<file path="src/design/tpmv_pkg.sv">
`timescale 1ns / 1ps
// Shared types and constants of the ternary packed matrix-vector engine.
package tpmv_pkg;

    localparam int ACC_W   = 40;
    localparam int OUT_W   = 48;
    localparam int VAL_W   = 16;
    localparam int SCALE_W = 32;
    localparam int CNT_W   = 13;
    localparam int IDX_W   = 24;
    localparam int CFG_W   = 32;

    typedef enum logic [1:0] {
        KIND_VEC_WRITE = 2'd0,
        KIND_WEIGHT    = 2'd1,
        KIND_READ      = 2'd2,
        KIND_PRELOAD   = 2'd3
    } kind_t;

    typedef enum logic [1:0] {
        CFG_ROW_COUNT   = 2'd0,
        CFG_COL_COUNT   = 2'd1,
        CFG_SCALE       = 2'd2,
        CFG_TRANSPOSED  = 2'd3
    } cfg_index_t;

    localparam logic [1:0] CODE_NEG = 2'b00;
    localparam logic [1:0] CODE_POS = 2'b10;

    typedef enum logic [10:0] {
        S_CLEAR = 11'b00000000001,
        S_IDLE  = 11'b00000000010,
        S_WSEL  = 11'b00000000100,
        S_DIV   = 11'b00000001000,
        S_VRD   = 11'b00000010000,
        S_ARD   = 11'b00000100000,
        S_RRD   = 11'b00001000000,
        S_RMUL  = 11'b00010000000,
        S_RSUM  = 11'b00100000000,
        S_OUT   = 11'b01000000000,
        S_NEXT  = 11'b10000000000
    } state_t;

endpackage

</file>
<file path="src/design/tpmv_div.sv">
`timescale 1ns / 1ps
// Restoring divider, one quotient bit per cycle, for weight row and column.
module tpmv_div
    import tpmv_pkg::*;
(
    input  logic             clk,
    input  logic             rst_n,
    input  logic             start,
    input  logic [IDX_W-1:0] dividend,
    input  logic [CNT_W-1:0] divisor,
    output logic             done,
    output logic [IDX_W-1:0] quotient,
    output logic [CNT_W-1:0] remainder
);

    logic [IDX_W-1:0] q_reg, q_next;
    logic [CNT_W-1:0] r_reg, r_next;
    logic [CNT_W-1:0] d_reg, d_next;
    logic [4:0]       cnt_reg, cnt_next;
    logic             busy_reg, busy_next;
    logic             done_reg, done_next;
    logic [CNT_W:0]   trial;

    always_comb
    begin
        q_next    = q_reg;
        r_next    = r_reg;
        d_next    = d_reg;
        cnt_next  = cnt_reg;
        busy_next = busy_reg;
        done_next = 1'b0;
        trial     = {r_reg, q_reg[IDX_W-1]};
        if (start)
        begin
            q_next    = dividend;
            r_next    = '0;
            d_next    = divisor;
            cnt_next  = 5'(IDX_W);
            busy_next = 1'b1;
        end
        else if (busy_reg)
        begin
            if (trial >= {1'b0, d_reg})
            begin
                r_next = CNT_W'(trial - {1'b0, d_reg});
                q_next = {q_reg[IDX_W-2:0], 1'b1};
            end
            else
            begin
                r_next = CNT_W'(trial);
                q_next = {q_reg[IDX_W-2:0], 1'b0};
            end
            cnt_next = cnt_reg - 5'd1;
            if (cnt_reg == 5'd1)
            begin
                busy_next = 1'b0;
                done_next = 1'b1;
            end
        end
    end

    always_ff @(posedge clk or negedge rst_n)
    begin
        if (!rst_n)
        begin
            cnt_reg  <= '0;
            busy_reg <= 1'b0;
            done_reg <= 1'b0;
        end
        else
        begin
            cnt_reg  <= cnt_next;
            busy_reg <= busy_next;
            done_reg <= done_next;
        end
    end

    always_ff @(posedge clk)
    begin
        q_reg <= q_next;
        r_reg <= r_next;
        d_reg <= d_next;
    end

    assign done      = done_reg;
    assign quotient  = q_reg;
    assign remainder = r_reg;

endmodule
</file>
<file path="config.mk">
export PLATFORM = sky130hd
export DESIGN_NAME = tpmv_div
export DESIGN_NICKNAME = d
export VERILOG_FILES = /design/src/design/tpmv_pkg.sv /design/src/design/tpmv_div.sv
export SDC_FILE = /design/constraint.sdc
export NUM_CORES = 1
export LEC_CHECK = 0
export BUFFER_PORTS_ARGS = -buffer_cell sky130_fd_sc_hd__buf_2
export CELL_PAD_IN_SITES_DETAIL_PLACEMENT = 1
export CELL_PAD_IN_SITES_GLOBAL_PLACEMENT = 2
export CORE_AREA = 2 2 114 88
export CTS_CLUSTER_DIAMETER = 80
export DETAILED_ROUTE_END_ITERATION = 6
export DIE_AREA = 0 0 116 90
export GPL_TIMING_DRIVEN = 1
export PLACE_DENSITY_LB_ADDON = 0.3
export SLEW_MARGIN = 40
export SYNTH_ARGS = -nofsm -noshare
export SYNTH_HDL_FRONTEND = slang
export SYNTH_SLANG_ARGS = --single-unit
</file>
<file path="constraint.sdc">
create_clock -name clk -period 2.6 [get_ports clk]
set_input_delay 0.39 -clock clk [delete_from_list [all_inputs] [get_ports clk]]
set_output_delay 0.39 -clock clk [all_outputs]
set_load 0.005 [all_outputs]
</file>
==> flow_metrics.tcl <==
set metrics [dict create \
    leakage_nw 1.80 \
    die-height_um 90 \
    finClkSkew_ps 4.15 \
    nNetsFinal 421 \
    core_sq_um 9390 \
    maxCapViolations 0 \
    slew_violations 0 \
    hold_ws_ps 235 \
    drcViolationCount 0 \
    ys_async_sr_fraction 0.123 \
    routedWlPerCell_um 16.6 \
    fmax_mhz 406 \
    endpoint_kind "register" \
    grt_pass1_vias 2595 \
    numCtsBuffers 9 \
    busiest_layer "met2" \
    grt_pass1_wl_mm 13.5 \
    mostFrequentLayoutCell "buf_2" \
    largest_reg_flops 24 \
    overflow 0 \
    synthDistinctLibCells 53 \
    cp_max_fo 7 \
    root_buffer "clkbuf_16" \
    initial_core_util 0.331 \
    die_width_um 116 \
    synth-seq-area-share 0.497 \
    power.switching_w 0.00149 \
    synth_edf_count 37 \
    worstPathRequired_ps 2830 \
    avgSynthCellArea_sq_um 11.4 \
    via_per_inst 4.91 \
    finalHoldViolCount 0 \
    power_density_nw_per_um2 1050 \
    syn-num-nets 328 \
    htreeDepth 3 \
    gp_congestion 0.804 \
    drt_first_pass_iters 4 \
    fillers 1075 \
    num_rows 31 \
    hpwl_mm 5.90 \
    antenna_found_initial 0 \
    die_area_sq_um 10400 \
    cts_sinks 57 \
    clockPowerShare 0.290 \
    start_kind "register" \
    grt_max_degree 52 \
    grt_usage 0.169 \
    cts_tree "done" \
    layout_common_cells "77 x buf_2, 37 x edfxtp_1, 24 x mux2_2" \
    setup_viol 0 \
    tightestPinTransition_ps 470 \
    cp.arrival_ps 2690 \
    cts.path.max_buffers 2 \
    antenna_cells 0 \
    intPower_w 0.00279 \
    grt_use_met3 0.0560 \
    p_comb_frac 0.407 \
    status "finished clean" \
    yosysWarnings 0 \
    vdd_drop_max_uv 436 \
    drive_gt1_frac 0.414 \
    met1_usage 0.240 \
    via_count 2467 \
    clock_insertion_delay_worst_skew_ps 330 \
    min_period_ps 2460 \
    use_met2 0.248 \
    drtAntennaViolNets 0 \
    synthFlopType "edfxtp_1" \
    synth_seq_cells 57 \
    area_growth_pct 30.8 \
    hold_path.class "in -> reg" \
    pin_count 78 \
    routed_wl_mm 8.33 \
    post-route-period-util 0.947 \
    slew_headroom 0.685 \
    syn_inst 272 \
    switching_share 0.348 \
    syn_area_sq_um 3110 \
    critPathKind "reg -> reg" \
    drtIter0Drc 110 \
    seqPwrFrac 0.303 \
    io_buffers 77 \
    clk_pin_slew_ps 50 \
    final.setup.tns_ps 0 \
]
==> metrics by stage <==
stage	utilization	total power [W]	cells	area [sq um]	setup slack [ps]
after global routing	0.433	0.00457	502	4070	-17.7
after detailed placement	0.392	0.00294	483	3680	-10.7
after CTS	0.427	0.00424	501	4010	0.737
after floorplan	-	0.00239	272	3110	167
final	0.433	0.00429	502	4070	137
after global placement	0.392	0.00291	483	3680	130
==> final timing paths <==
path	depth (start not counted)	endpoint	start	slack, ps
worst max-delay path	11	remainder[6]$_SDFFE_PP0P_	quotient[23]$_DFFE_PP_	140
worst min-delay path	1	d_reg[10]$_DFFE_PP_	divisor[10]	230
worst max register to register	11	remainder[6]$_SDFFE_PP0P_	quotient[23]$_DFFE_PP_	140
worst min register to register	2	remainder[12]$_SDFFE_PP0P_	remainder[12]$_SDFFE_PP0P_	520
max in group asynchronous	2	cnt_reg[3]$_DFFE_PN0P_	rst_n	2010
min in group asynchronous	2	done$_DFF_PN0_	rst_n	430
==> cell type report <==
class	count	area, sq um	area share
Timing Repair Buffer	96	547	0.134
Clock buffer	9	225	0.0554
Inverter	20	75.1	0.0185
Multi-Input combinational cell	181	1430	0.350
Clock inverter	7	85.1	0.0209
Sequential cell	57	1550	0.380
Tap cell	132	165	0.0406
==> worst max-delay path, stage by stage (launching register included) <==
cell and delay, ps:
edfxtp_1 380, inv_1 70, ha_1 150, inv_1 60, fa_2 350, a211oi_2 250, o21ai_2 110, a21oi_2 230
a21o_1 210, buf_6 140, nand3_1 100, a311oi_2 300
==> cells in the mapped netlist, types with 9 or more instances <==
library cell | count | area share
a21oi_1 | 9 | 0.014
a311oi_1 | 10 | 0.028
dfxtp_1 | 13 | 0.084
edfxtp_1 | 37 | 0.36
ha_1 | 15 | 0.060
inv_1 | 20 | 0.024
mux2_2 | 24 | 0.087
nand2_1 | 12 | 0.014
nand3_1 | 15 | 0.024
nor2_1 | 19 | 0.023
xnor2_1 | 9 | 0.025
==> power groups by stage <==
stage | Combinational [W] | Sequential (W) | Clock (W)
6_report | 0.00175 | 0.00130 | 0.00124
5_1_grt | 0.00193 | 0.00132 | 0.00131
4_1_cts | 0.00167 | 0.00130 | 0.00128
3_5_place_dp | 0.00163 | 0.00131 | 0
3_3_place_gp | 0.00160 | 0.00131 | 0
2_1_floorplan | 0.00108 | 0.00130 | 0
==> logic make-up after synthesis <==
logic type / synth area share
XOR/XNOR: 0.0338
flip-flops: 0.497
AND/OR/NAND/NOR: 0.113
adder cells (fa/ha/maj): 0.0668
AO/OA/AOI/OAI: 0.136
multiplexers: 0.0933
buffers and inverters: 0.0607
==> what timing repair did <==
| action | in CTS | in global routing |
|---|---|---|
| hold buffers | 1 | 0 |
| pin swaps | 1 | 4 |
| gates cloned | 0 | 0 |
| buffers inserted | 1 | 1 |
| resized for setup | 0 | 11 |
| endpoints found under the hold margin | 7 | 0 |
| setup endpoints to repair | 1 | 14 |
==> layer usage <==
| layer | routed length [um] | vias to the layer above |
|---|---|---|
| met5 | 0 | - |
| met4 | 110 | 0 |
| met3 | 363 | 9 |
| met2 | 3720 | 47 |
| met1 | 4130 | 1207 |
| li1 | - | 1204 |
Power figures use the tool's default switching activity.
